**src/hw/rtl/randomized_blink_envelope_sequencer_core_defines.svh**
```systemverilog
// ----------------------------------------------------------------------------
// Blink sequencer assertion macros
// Shared property wrappers, sampled on clk and disabled during rst.
// ----------------------------------------------------------------------------
`ifndef RANDOMIZED_BLINK_ENVELOPE_SEQUENCER_CORE_DEFINES_SVH
`define RANDOMIZED_BLINK_ENVELOPE_SEQUENCER_CORE_DEFINES_SVH

// same-cycle implication
`define RBES_ASSERT_IMP(name, ante, cons, msg) \
  name: assert property (@(posedge clk) disable iff (rst) (ante) |-> (cons)) \
    else $error(msg);

// next-cycle implication
`define RBES_ASSERT_NXT(name, ante, cons, msg) \
  name: assert property (@(posedge clk) disable iff (rst) (ante) |=> (cons)) \
    else $error(msg);

`endif

```
**src/hw/rtl/rbes_pkg.sv**
```systemverilog
// ----------------------------------------------------------------------------
// Blink sequencer package
// Timing constants, ramp tables, payload types and microcode definitions.
// ----------------------------------------------------------------------------
package rbes_pkg;

  localparam int unsigned STEP_TICKS   = 20;
  localparam int unsigned CLOSE_TICKS  = 80;
  localparam int unsigned HOLD_TICKS   = 30;
  localparam int unsigned OPEN_TICKS   = 120;

  localparam int unsigned CLOSE_TARGET = 210;
  localparam int unsigned CLOSED_LEVEL = 256;

  localparam int unsigned CLOSE_STEPS = CLOSE_TICKS / STEP_TICKS;
  localparam int unsigned OPEN_STEPS  = OPEN_TICKS / STEP_TICKS;
  localparam int unsigned MAX_STEPS   = (CLOSE_STEPS > OPEN_STEPS) ? CLOSE_STEPS : OPEN_STEPS;
  localparam int unsigned STEP_W      = (MAX_STEPS < 1) ? 1 : $clog2(MAX_STEPS + 1);
  localparam int unsigned MAX_TICKS   = (STEP_TICKS > HOLD_TICKS) ? STEP_TICKS : HOLD_TICKS;
  localparam int unsigned TICK_W      = $clog2(MAX_TICKS + 1);
  localparam int unsigned TAB_DEPTH   = 2 ** STEP_W;

  typedef logic [8:0]        level_t;
  typedef logic [STEP_W-1:0] step_t;
  typedef logic [TICK_W-1:0] tick_t;
  typedef logic [12:0]       ival_t;

  typedef enum logic [1:0] {
    PH_WAIT  = 2'd0,
    PH_CLOSE = 2'd1,
    PH_HOLD  = 2'd2,
    PH_OPEN  = 2'd3
  } phase_t;

  typedef enum logic [1:0] {
    CMD_TICK    = 2'd0,
    CMD_TRIGGER = 2'd1,
    CMD_SUP_ON  = 2'd2,
    CMD_SUP_OFF = 2'd3
  } cmd_t;

  typedef enum logic [1:0] {
    CFG_ENERGY  = 2'd0,
    CFG_MIN_IVL = 2'd1,
    CFG_MAX_IVL = 2'd2,
    CFG_BIAS    = 2'd3
  } cfg_addr_t;

  typedef struct packed {
    logic [1:0]  command;
    logic [31:0] random_word;
  } in_item_t;

  typedef struct packed {
    level_t     blink_level;
    logic       level_changed;
    logic [1:0] phase;
  } out_item_t;

  // sequencer state carried between items
  typedef struct packed {
    phase_t phase;
    ival_t  wait_count;
    ival_t  wait_target;
    logic   need_draw;
    tick_t  tick;
    step_t  step;
    logic   pend;
    logic   sup;
    level_t level;
  } blk_t;

  // ramp tables, entries past the last step are unused
  typedef level_t ramp_tab_t [TAB_DEPTH];

  function automatic ramp_tab_t close_tab_f();
    ramp_tab_t t;
    for (int unsigned i = 0; i < TAB_DEPTH; i++) begin
      t[i] = '0;
      if (i >= 1 && i <= CLOSE_STEPS) begin
        t[i] = level_t'((CLOSE_TARGET * i + CLOSE_STEPS / 2) / CLOSE_STEPS);
      end
    end
    return t;
  endfunction

  function automatic ramp_tab_t open_tab_f();
    ramp_tab_t t;
    for (int unsigned i = 0; i < TAB_DEPTH; i++) begin
      t[i] = '0;
      if (i >= 1 && i <= OPEN_STEPS) begin
        t[i] = level_t'(CLOSED_LEVEL - (CLOSED_LEVEL * i + OPEN_STEPS / 2) / OPEN_STEPS);
      end
    end
    return t;
  endfunction

  localparam ramp_tab_t CLOSE_TAB = close_tab_f();
  localparam ramp_tab_t OPEN_TAB  = open_tab_f();

  // microcode
  typedef enum logic [2:0] {
    OP_ACCEPT,
    OP_NOP,
    OP_MUL,
    OP_BOUND,
    OP_DIV,
    OP_TARGET,
    OP_EXEC
  } op_t;

  typedef enum logic [2:0] {
    C_NEVER,
    C_NO_INPUT,
    C_NO_DRAW,
    C_DIV_MORE,
    C_OUT_BUSY
  } cond_t;

  typedef logic [2:0] upc_t;

  typedef struct packed {
    op_t   op;
    cond_t cond;
    upc_t  target;
    logic  last;
  } ucode_t;

  localparam upc_t UA_FETCH  = 3'd0;
  localparam upc_t UA_CHECK  = 3'd1;
  localparam upc_t UA_MUL    = 3'd2;
  localparam upc_t UA_BOUND  = 3'd3;
  localparam upc_t UA_DIV    = 3'd4;
  localparam upc_t UA_TARGET = 3'd5;
  localparam upc_t UA_EXEC   = 3'd6;

  // taken jump goes to target, else last returns to fetch, else fall through
  function automatic ucode_t ucode_rom(upc_t a);
    ucode_t w;
    case (a)
      UA_FETCH:  w = '{op: OP_ACCEPT, cond: C_NO_INPUT, target: UA_FETCH,  last: 1'b0};
      UA_CHECK:  w = '{op: OP_NOP,    cond: C_NO_DRAW,  target: UA_EXEC,   last: 1'b0};
      UA_MUL:    w = '{op: OP_MUL,    cond: C_NEVER,    target: UA_FETCH,  last: 1'b0};
      UA_BOUND:  w = '{op: OP_BOUND,  cond: C_NEVER,    target: UA_FETCH,  last: 1'b0};
      UA_DIV:    w = '{op: OP_DIV,    cond: C_DIV_MORE, target: UA_DIV,    last: 1'b0};
      UA_TARGET: w = '{op: OP_TARGET, cond: C_NEVER,    target: UA_FETCH,  last: 1'b0};
      UA_EXEC:   w = '{op: OP_EXEC,   cond: C_OUT_BUSY, target: UA_EXEC,   last: 1'b1};
      default:   w = '{op: OP_NOP,    cond: C_NEVER,    target: UA_FETCH,  last: 1'b1};
    endcase
    return w;
  endfunction

endpackage

```
**src/hw/rtl/randomized_blink_envelope_sequencer_core.sv**
```systemverilog
// Steps: fetch, check and exec; an item that draws a new wait runs mul, bound, div and target
//   before exec, and exec waits while the output is stalled. One item at a time; the draw
//   cost is set by the 32-step restoring remainder loop (one bit of random_word per cycle).
// Input is taken only at the fetch step; a result waiting in the output register does not
//   block the next fetch.
// Reset: rst (synchronous) restores config, sequencer state and out_valid; no clearing pass.
// ----------------------------------------------------------------------------
// Randomized blink envelope sequencer
// Microcoded sequencer: draws idle waits and runs the close/hold/open eyelid ramp.
// ----------------------------------------------------------------------------
`include "randomized_blink_envelope_sequencer_core_defines.svh"

module randomized_blink_envelope_sequencer_core
  import rbes_pkg::*;
(
  input  logic        clk,
  input  logic        rst,
  input  logic        cfg_wr_en,
  input  logic [1:0]  cfg_addr,
  input  logic [12:0] cfg_data,
  input  logic        in_valid,
  output logic        in_stall,
  input  in_item_t    in_data,
  output logic        out_valid,
  input  logic        out_stall,
  output out_item_t   out_data
);

  // configuration
  logic [8:0]  energy;
  ival_t       min_interval;
  ival_t       max_interval;
  logic [11:0] bias;

  // sequencer
  upc_t   upc;
  upc_t   upc_next;
  ucode_t cw;
  logic   cond_hit;
  logic   out_busy;
  logic   exec_fire;

  // datapath
  cmd_t        cmd;
  logic [31:0] rw_sh;
  logic [20:0] prod_lo;
  logic [20:0] prod_hi;
  ival_t       lo;
  logic [13:0] span;
  ival_t       rem;
  logic [4:0]  div_cnt;
  logic [8:0]  e_sat;
  logic [13:0] lo_raw;
  ival_t       adj;
  ival_t       hi;
  ival_t       lo_clamp;
  logic [13:0] partial;
  logic [13:0] diff;

  blk_t blk;
  blk_t blk_next;
  logic wrote;

  // ---------------------------------------------------------------- config
  always_ff @(posedge clk) begin
    if (rst) begin
      energy       <= 9'd128;
      min_interval <= 13'd2500;
      max_interval <= 13'd5000;
      bias         <= 12'd600;
    end else if (cfg_wr_en) begin
      case (cfg_addr_t'(cfg_addr))
        CFG_ENERGY:  energy       <= cfg_data[8:0];
        CFG_MIN_IVL: min_interval <= cfg_data;
        CFG_MAX_IVL: max_interval <= cfg_data;
        CFG_BIAS:    bias         <= cfg_data[11:0];
        default:     ;
      endcase
    end
  end

  // ------------------------------------------------------------- sequencer
  assign cw        = ucode_rom(upc);
  assign out_busy  = out_valid && out_stall;
  assign exec_fire = (cw.op == OP_EXEC) && !out_busy;
  assign in_stall  = (upc != UA_FETCH);

  always_comb begin
    case (cw.cond)
      C_NEVER:    cond_hit = 1'b0;
      C_NO_INPUT: cond_hit = !in_valid;
      C_NO_DRAW:  cond_hit = !((blk.phase == PH_WAIT) && blk.need_draw);
      C_DIV_MORE: cond_hit = (div_cnt != 5'd0);
      C_OUT_BUSY: cond_hit = out_busy;
      default:    cond_hit = 1'b0;
    endcase
    if (cond_hit) begin
      upc_next = cw.target;
    end else if (cw.last) begin
      upc_next = UA_FETCH;
    end else begin
      upc_next = upc + 3'd1;
    end
  end

  always_ff @(posedge clk) begin
    if (rst) begin
      upc <= UA_FETCH;
    end else begin
      upc <= upc_next;
    end
  end

  // ---------------------------------------------------------- wait bounds
  assign e_sat    = (energy > 9'd256) ? 9'd256 : energy;
  assign lo_raw   = {1'b0, min_interval} + {1'b0, prod_lo[20:8]};
  assign adj      = prod_hi[20:8];
  assign hi       = (max_interval >= adj) ? (max_interval - adj) : '0;
  assign lo_clamp = (lo_raw > {1'b0, hi}) ? hi : lo_raw[12:0];

  // restoring remainder, one bit of random_word per step
  assign partial = {rem, rw_sh[31]};
  assign diff    = partial - span;

  always_ff @(posedge clk) begin
    case (cw.op)
      OP_ACCEPT: begin
        if (in_valid) begin
          cmd   <= cmd_t'(in_data.command);
          rw_sh <= in_data.random_word;
        end
      end
      OP_MUL: begin
        prod_lo <= {12'd0, 9'd256 - e_sat} * {9'd0, bias};
        prod_hi <= {12'd0, e_sat} * {9'd0, bias};
      end
      OP_BOUND: begin
        lo      <= lo_clamp;
        span    <= {1'b0, hi} - {1'b0, lo_clamp} + 14'd1;
        rem     <= '0;
        div_cnt <= 5'd31;
      end
      OP_DIV: begin
        rem     <= (partial >= span) ? diff[12:0] : partial[12:0];
        rw_sh   <= {rw_sh[30:0], 1'b0};
        div_cnt <= div_cnt - 5'd1;
      end
      default: ;
    endcase
  end

  // ------------------------------------------------------- blink control
  function automatic blk_t f_hold(blk_t s);
    blk_t r;
    r       = s;
    r.phase = PH_HOLD;
    r.tick  = '0;
    r.level = level_t'(CLOSED_LEVEL);
    return r;
  endfunction

  function automatic blk_t f_start(blk_t s);
    blk_t r;
    r      = s;
    r.tick = '0;
    if (CLOSE_STEPS == 0) begin
      r = f_hold(r);
    end else begin
      r.phase = PH_CLOSE;
      r.step  = step_t'(1);
      r.level = CLOSE_TAB[1];
    end
    return r;
  endfunction

  function automatic blk_t f_finish(blk_t s);
    blk_t r;
    r       = s;
    r.level = '0;
    r.tick  = '0;
    r.step  = '0;
    if (r.pend) begin
      r.pend = 1'b0;
      r      = f_start(r);
    end else begin
      r.phase      = PH_WAIT;
      r.need_draw  = 1'b1;
      r.wait_count = '0;
    end
    return r;
  endfunction

  function automatic blk_t f_open(blk_t s);
    blk_t r;
    r      = s;
    r.tick = '0;
    if (OPEN_STEPS == 0) begin
      r = f_finish(r);
    end else begin
      r.phase = PH_OPEN;
      r.step  = step_t'(1);
      r.level = OPEN_TAB[1];
    end
    return r;
  endfunction

  always_comb begin
    logic [TICK_W:0] tick_inc;
    blk_next = blk;
    wrote    = 1'b0;
    tick_inc = {1'b0, blk.tick} + (TICK_W + 1)'(1);
    case (cmd)
      CMD_TICK: begin
        case (blk.phase)
          PH_WAIT: begin
            if ({1'b0, blk.wait_count} + 14'd1 >= {1'b0, blk.wait_target}) begin
              if (blk.sup) begin
                blk_next.need_draw = 1'b1;
              end else begin
                blk_next = f_start(blk);
                wrote    = 1'b1;
              end
            end else begin
              blk_next.wait_count = blk.wait_count + 13'd1;
            end
          end
          PH_CLOSE: begin
            blk_next.tick = tick_inc[TICK_W-1:0];
            if (tick_inc >= (TICK_W + 1)'(STEP_TICKS)) begin
              blk_next.tick = '0;
              wrote         = 1'b1;
              if (blk.step < step_t'(CLOSE_STEPS)) begin
                blk_next.step  = blk.step + step_t'(1);
                blk_next.level = CLOSE_TAB[blk.step + step_t'(1)];
              end else begin
                blk_next = f_hold(blk_next);
              end
            end
          end
          PH_HOLD: begin
            blk_next.tick = tick_inc[TICK_W-1:0];
            if (tick_inc >= (TICK_W + 1)'(HOLD_TICKS)) begin
              blk_next = f_open(blk_next);
              wrote    = 1'b1;
            end
          end
          default: begin
            blk_next.tick = tick_inc[TICK_W-1:0];
            if (tick_inc >= (TICK_W + 1)'(STEP_TICKS)) begin
              blk_next.tick = '0;
              wrote         = 1'b1;
              if (blk.step < step_t'(OPEN_STEPS)) begin
                blk_next.step  = blk.step + step_t'(1);
                blk_next.level = OPEN_TAB[blk.step + step_t'(1)];
              end else begin
                blk_next = f_finish(blk_next);
              end
            end
          end
        endcase
      end
      CMD_TRIGGER: begin
        if (blk.phase == PH_WAIT) begin
          if (blk.sup) begin
            blk_next.need_draw = 1'b1;
          end else begin
            blk_next = f_start(blk);
            wrote    = 1'b1;
          end
        end else begin
          blk_next.pend = 1'b1;
        end
      end
      CMD_SUP_ON: begin
        blk_next.sup       = 1'b1;
        blk_next.level     = '0;
        blk_next.phase     = PH_WAIT;
        blk_next.pend      = 1'b0;
        blk_next.tick      = '0;
        blk_next.step      = '0;
        blk_next.need_draw = 1'b1;
        wrote              = 1'b1;
      end
      default: begin
        blk_next.sup   = 1'b0;
        blk_next.level = '0;
        wrote          = 1'b1;
      end
    endcase
  end

  always_ff @(posedge clk) begin
    if (rst) begin
      blk.phase       <= PH_WAIT;
      blk.wait_count  <= '0;
      blk.wait_target <= '0;
      blk.need_draw   <= 1'b1;
      blk.tick        <= '0;
      blk.step        <= '0;
      blk.pend        <= 1'b0;
      blk.sup         <= 1'b0;
      blk.level       <= '0;
    end else if (cw.op == OP_TARGET) begin
      blk.wait_target <= lo + rem;
      blk.wait_count  <= '0;
      blk.need_draw   <= 1'b0;
    end else if (exec_fire) begin
      blk <= blk_next;
    end
  end

  // -------------------------------------------------------------- output
  always_ff @(posedge clk) begin
    if (rst) begin
      out_valid <= 1'b0;
    end else if (exec_fire) begin
      out_valid <= 1'b1;
    end else if (!out_stall) begin
      out_valid <= 1'b0;
    end
  end

  always_ff @(posedge clk) begin
    if (exec_fire) begin
      out_data.blink_level   <= blk_next.level;
      out_data.level_changed <= wrote;
      out_data.phase         <= blk_next.phase;
    end
  end

  // ---------------------------------------------------------- assertions
  `RBES_ASSERT_IMP(a_span_nonzero, cw.op == OP_DIV, span != 14'd0, "zero span in remainder loop")
  `RBES_ASSERT_IMP(a_rem_below_span, cw.op == OP_DIV, {1'b0, rem} < span, "remainder not below span")
  `RBES_ASSERT_NXT(a_exec_loads_out, exec_fire, out_valid, "result not presented after exec")
  `RBES_ASSERT_IMP(a_level_range, 1'b1, blk.level <= level_t'(CLOSED_LEVEL), "level above closed")

endmodule

```
**config.mk**
```make
export PLATFORM = sky130hd
export DESIGN_NAME = randomized_blink_envelope_sequencer_core
export DESIGN_NICKNAME = d
export VERILOG_FILES = /design/src/hw/rtl/rbes_pkg.sv /design/src/hw/rtl/randomized_blink_envelope_sequencer_core.sv
export VERILOG_INCLUDE_DIRS = /design/src /design/src/hw/rtl
export SDC_FILE = /design/constraint.sdc
export NUM_CORES = 1
export LEC_CHECK = 0
export ABC_CLOCK_PERIOD_IN_PS = 7700
export BUFFER_PORTS_ARGS = -buffer_cell sky130_fd_sc_hd__buf_2
export CORE_MARGIN = 2
export CORE_UTILIZATION = 49
export DETAILED_ROUTE_END_ITERATION = 12
export PLACE_DENSITY = 0.67
export SETUP_SLACK_MARGIN = 0.5
export SKIP_CTS_REPAIR_TIMING = 1
export SLEW_MARGIN = 40
export SYNTH_ARGS = -nofsm -noshare
export SYNTH_HDL_FRONTEND = slang
export SYNTH_SLANG_ARGS = --single-unit
```
**constraint.sdc**
```tcl
create_clock -name clk -period 7.7 [get_ports clk]
set_clock_uncertainty 0.2 [all_clocks]
set_input_delay 0.385 -clock clk [delete_from_list [all_inputs] [get_ports clk]]
set_output_delay 0.385 -clock clk [all_outputs]
set_load 0.02 [all_outputs]
```
# [Yosys cells after proc, flatten, opt, wreduce, memory -nomap -nowiden]
# Memories as Yosys holds them, arrays and structs flattened.
# Cells that the tools add are included.
[classes] addsub=13 n_mul=2 div_mod_pow=0 n_lt_le_gt_ge=10 eq_ne=45 n_shift=0 muxes=55 bitwise_logic=2 n_reduce_logical=36
[ops] operator="$mux W48" count=3
[ops] operator="$pmux W48 S3" count=1
[ops] operator="$pmux W10 S7" count=1
[ops] operator="$mux W34" count=2
[ops] operator="$mux W33" count=2
[ops] operator="$pmux W32 S2" count=1
[ops] operator="$mux W9" count=7
[ops] operator="$pmux W10 S3" count=2
[ops] operator="$mux W13" count=4
[ops] operator="$pmux W26 S2" count=1
[ops] operator="$mul A9 B12 Y21" count=2
[ops] operator="$ne A3 B3 Y1 const B" count=13
[ops] operator="$mux W19" count=2
[ops] operator="$mux W37" count=1
[ops] operator="$mux W32" count=1
[ops] operator="$mux W14" count=2
[ops] operator="$mux W28" count=1
[ops] operator="$reduce_and A9 Y1" count=3
[ops] operator="$pmux W13 S2" count=1
[ops] operator="$sub A13 B13 Y13" count=2
[ops] operator="$eq A3 B3 Y1 const B" count=7
[ops] operator="$eq A3 B2 Y1 const B" count=6
[ops] operator="$ne A4 B4 Y1 const B" count=4
[ops] operator="$reduce_and A8 Y1" count=2
[ops] operator="48 further kinds" count=92
[word_totals] reg_bits=232 latch_bits=0 ram_bits=0 rom_bits=144 out_inout_bits=14 mem_count=2
[mem_list] memory="(no name shown)" depth=8 width=9 read_ports=1 rd_ports_with_merged_regs=0 write_ports=0 line_no="randomized_blink_envelope_sequencer_core.sv:254" text="blk_next.level = OPEN_TAB[blk.step + step_t'(1)];"
[mem_list] memory="(no name shown)" depth=8 width=9 read_ports=1 rd_ports_with_merged_regs=0 write_ports=0 line_no="randomized_blink_envelope_sequencer_core.sv:234" text="blk_next.level = CLOSE_TAB[blk.step + step_t'(1)];"

# [Longest topological paths before layout]
[depth] ltp_word=11 depth_mapped=34 depth_no_buf=32

# [Worst setup path after synthesis]
# Ideal clock, no wire load.
[synth_timing] path_type="register to register" from="reg prod_hi[9]" to="reg span[13], data pin" setup_ps=258 t_arrival_ps=6090 slack_ps=1152 stages_incl_launch_ff=34 n_path_buf=2 synth_period_minus_slack_ps=6548 cell_sequence="edfxtp_1 > inv_1 > ha_1 > nor2b_1 > o31a_1 > o31a_1 > a211oi_2 > nor3_1 > a311oi_2 > a211o_1 > ha_1 > a21o_1 > a21oi_1 > nor2b_1 > o31ai_1 > a31oi_1 > o31a_1 > a221o_1 > buf_2 > buf_2 > mux2i_1 > ha_1 > inv_1 > ha_1 > inv_1 > fa_1 > nor2b_1 > o21a_1 > nor2_1 > o21bai_1 > a31o_2 > a41o_1 > o41a_1 > xnor2_1"
[synth_between] elab_chain_cells=6
[synth_rtl] element="start: declaration" line_no="randomized_blink_envelope_sequencer_core.sv:47" text="logic [20:0] prod_hi;"
[synth_rtl] element="start signal: assignment" line_no="randomized_blink_envelope_sequencer_core.sv:135" text="prod_hi <= {12'd0, e_sat} * {9'd0, bias};"
[synth_rtl] element="$sub A13 B13 Y13 / $ge A13 B13 Y1 (equally long branches)" line_no="randomized_blink_envelope_sequencer_core.sv:118" text="assign hi = (max_interval >= adj) ? (max_interval - adj) : '0;"
[synth_rtl] element="$mux W13 *" line_no="randomized_blink_envelope_sequencer_core.sv:118"
[synth_rtl] element="$gt A14 B13 Y1" line_no="randomized_blink_envelope_sequencer_core.sv:119" text="assign lo_clamp = (lo_raw > {1'b0, hi}) ? hi : lo_raw[12:0];"
[synth_rtl] element="$mux W13 *" line_no="randomized_blink_envelope_sequencer_core.sv:119"
[synth_rtl] element="net lo_clamp[1]" line_no="randomized_blink_envelope_sequencer_core.sv:56" text="ival_t lo_clamp;"
[synth_rtl] element="$sub A13 B13 Y14 *" line_no="randomized_blink_envelope_sequencer_core.sv:139" text="span <= {1'b0, hi} - {1'b0, lo_clamp} + 14'd1;"
[synth_rtl] element="$add A14 B1 Y14 *" line_no="randomized_blink_envelope_sequencer_core.sv:139"
[synth_rtl] element="end signal: assignment" line_no="randomized_blink_envelope_sequencer_core.sv:139"
[synth_rtl] element="end: declaration" line_no="randomized_blink_envelope_sequencer_core.sv:49" text="logic [13:0] span;"
# Mark *: on every way through the listed nets, which the timed path passes. The rest lies on a longest branch.
# A chain may end at the register's enable or synchronous reset.

# [Worst setup path in the final report]
[layout_timing] from="reg prod_hi[9]" to="reg span[13], data pin"
[layout_between] elab_chain_cells=6
[layout_rtl] element="$sub A13 B13 Y13 / $ge A13 B13 Y1 (equally long branches)" line_no="randomized_blink_envelope_sequencer_core.sv:118"
[layout_rtl] element="$mux W13 *" line_no="randomized_blink_envelope_sequencer_core.sv:118"
[layout_rtl] element="$gt A14 B13 Y1" line_no="randomized_blink_envelope_sequencer_core.sv:119"
[layout_rtl] element="$mux W13" line_no="randomized_blink_envelope_sequencer_core.sv:119"
[layout_rtl] element="$sub A13 B13 Y14 *" line_no="randomized_blink_envelope_sequencer_core.sv:139"
[layout_rtl] element="$add A14 B1 Y14 *" line_no="randomized_blink_envelope_sequencer_core.sv:139"
# Mark *: on every way between the ends. The rest lies on a longest branch, timed or not.

==> metrics.md <==
| Metric | Value |
|---|---|
| Reg clk slew, reported paths | `0.06 ns` |
| Fmax | `0.144 GHz` |
| HP Class | `primary input to flop` |
| DP Area | `20700 sq um` |
| Critical path arrival | `7.00 ns` |
| CTS H-tree depth | `1` |
| #FFs+latches synth | `216` |
| Gr busiest metal | `met2` |
| Final min period | `6.93 ns` |
| Clock Latency Late Sink | `0.54 ns` |
| Worst-path fanout max | `7` |
| Most frequent cells in the layout | `nand2_1, inv_1, ha_1` |
| # setup viols final | `0` |
| Async SR Flop Fraction | `0%` |
| R2R depth | `30` |
| Clk sink count | `216` |
| Startpoint Class | `flop` |
| Predominant post-synthesis flop cell | `edfxtp_1` |
| EDFF count, synth | `117` |
| Vias in the first global route | `16100` |
| Die extent in y | `205 um` |
| Tcrit/Tclk final | `90.0%` |
| Grt met2 use | `42.2%` |
| Dominant cell type by area after synthesis | `edfxtp_1` |
| First-pass GRT wire length | `81800 um` |
| Core area | `39800 sq um` |
| Most common cell after layout, fill and taps aside | `nand2_1` |
| Die Width | `205 um` |
| Cell Area, Synth | `19800 sq um` |
| Final TNS setup | `0 ns` |
| Fin area | `22200 sq um` |
| Starting density of the core | `49.8%` |
| Maximum vdd ir drop | `0.187 mV` |
| Detailed Place HPWL | `37500 um` |
| Fill cells | `3610` |
| R2r setup slk | `0.77 ns` |
| Initial DRC Count | `1089` |
| CTS tree | `built` |
| Worst Setup EP | `span[13]` |
| Max-slew violations | `0` |
| Syn Area/Cell | `8.78 sq um` |
| RSZ-0062 raised after global routing | `no` |
| Pwr/cell area | `245 nW/um^2` |
| M3 GR Usage | `2.47%` |
| Area grow syn2layout | `12.1%` |
| Initial antenna violation count | `0` |
| Maxcap violations | `0` |
| GRT Resource Usage Total | `24.2%` |
| Synth Warn # | `0` |
| Yosys top cell area share | `17.7%` |
| FF-to-FF Start | `prod_hi[9]` |
| FP Rows | `73` |
| Worst R2R End | `span[13]` |
| Vias | `16200` |
| Final wirelength | `50600 um` |
| Hold path cells | `3` |
| Worst slew pin tran | `0.842 ns` |
| Gr ovfl total | `0` |
| Fin. Hold Viols | `0` |
| Critical path type | `flop to flop` |
| CP Capture Type | `flop` |
| Crit path required time | `7.77 ns` |
| Antenna Cells | `0` |
| Buffers on Ports | `67` |
| Synth area leaders | `edfxtp_1, fa_1, ha_1` |
| Leakage power | `9.99 nW` |
| Synth cell types | `82` |
| Slowest cell on crit path | `edfxtp_1` |
| Outcome | `finished, final reports clean` |
| M1 GR Usage | `31.2%` |
| Slowest cell delay on critical path | `0.40 ns` |
| Setup crit start | `prod_hi[9]` |
| Wirelength per Cell | `17.5 um` |
| Synth Instances | `2258` |
| Seq/Total Area, Yosys | `27.7%` |
| Synthesized Nets | `2653` |
| CTS Buffer Depth | `3` |
| Routability-driven placement congestion ratio | `0.897` |
| Routed Antenna Nets | `0` |
| Rel. slew slack | `43.8%` |
| Routed vias/inst | `5.60` |
| Clock root buffer | `clkbuf_16` |
| # DRC | `0` |
| Nets | `2738` |
| Num CTS Buffers | `26` |
| Die area | `42100 sq um` |
| Pin count of the biggest net entering global routing | `69` |
| Iteration count of the initial detailed-routing pass | `7` |
| Layout cell share with drive strength beyond 1 | `8.55%` |
| I/O pins | `68` |
## cell usage after synthesis (19+ instances only)
cell type / count
o21ai_0: 59
nor3_1: 46
mux2i_1: 39
a21oi_1: 121
ha_1: 196
nand3_1: 61
clkbuf_1: 80
xnor2_1: 57
a21o_1: 19
o21a_1: 19
fa_1: 145
nor2_1: 125
inv_1: 260
dfxtp_1: 99
nand2_1: 381
edfxtp_1: 117
nor2b_1: 37
xor2_1: 33
and2_1: 85
## report_power, final
part           internal, mW  switching [mW]  leakage, nW
registers              1.53          0.0922         1.87
clock network         0.812           0.498        0.437
logic                  1.03            1.47         7.68
## worst min path at each step
stage                            from  endpoint  slack (ns)
after floorplan               blk[23]   blk[23]        0.23
final                        in_valid    cmd[1]        0.10
after global routing         in_valid    cmd[1]        0.12
after CTS                 in_data[33]    cmd[1]       -0.19
after global placement        blk[27]   blk[27]        0.24
after detailed placement      blk[23]   blk[23]        0.24
## state kept, by name (all words and copies together) (netlist names), 13 cells and up
| signal | flops |
|---|---|
| blk | 48 |
| lo | 13 |
| max_interval | 13 |
| min_interval | 13 |
| prod_hi | 13 |
| prod_lo | 13 |
| rem | 13 |
| rw_sh | 32 |
| span | 14 |
## area by class of cell
class / instances / area (sq um) / share of cell area, %
Tap cell: 525 / 657 / 2.96
Timing Repair Buffer: 151 / 1100 / 4.96
Clock inverter: 13 / 200 / 0.901
Multi-Input combinational cell: 1686 / 13100 / 58.8
Clock buffer: 35 / 706 / 3.18
Inverter: 262 / 983 / 4.43
Sequential cell: 216 / 5500 / 24.7
## cell families (layout without fill, tap and decap cells)
family | count (synthesis) | in the layout | synth area share [%]
buffers and inverters | 356 | 461 | 6.83
adder cells (fa/ha/maj) | 341 | 341 | 27.0
XOR/XNOR | 90 | 90 | 3.98
AND/OR/NAND/NOR | 842 | 842 | 19.9
multiplexers | 54 | 54 | 2.82
AO/OA/AOI/OAI | 359 | 359 | 11.8
flip-flops | 216 | 216 | 27.7
## per-layer routing
layer	wire length (um)	vias up
met2	24900	427
met5	0	-
li1	-	7787
met4	1750	0
met3	2440	112
met1	21500	7834
## critical path: cells and delay by family, from the launching register on
family | cells | cell delay (ns)
AO/OA/AOI/OAI | 14 | 3.46
adder cells (fa/ha/maj) | 4 | 1.06
AND/OR/NAND/NOR | 6 | 0.61
buffers and inverters | 4 | 0.46
flip-flops | 1 | 0.40
multiplexers | 1 | 0.31
XOR/XNOR | 1 | 0.13
## through the flow
step / hold WS, ns / util, % / worst slack [ns] / power [mW] / std cells
floorplan: 0.232 / - / 1.15 / 3.50 / 2258
global placement: 0.242 / 51.9 / 0.708 / 4.01 / 2783
detailed placement: 0.244 / 52.0 / 0.585 / 4.07 / 2783
CTS: -0.189 / 54.3 / 0.496 / 5.40 / 2831
global route: 0.122 / 55.8 / 0.474 / 5.83 / 2888
finish: 0.102 / 55.8 / 0.773 / 5.43 / 2888
(Power assumes the default switching activity.)
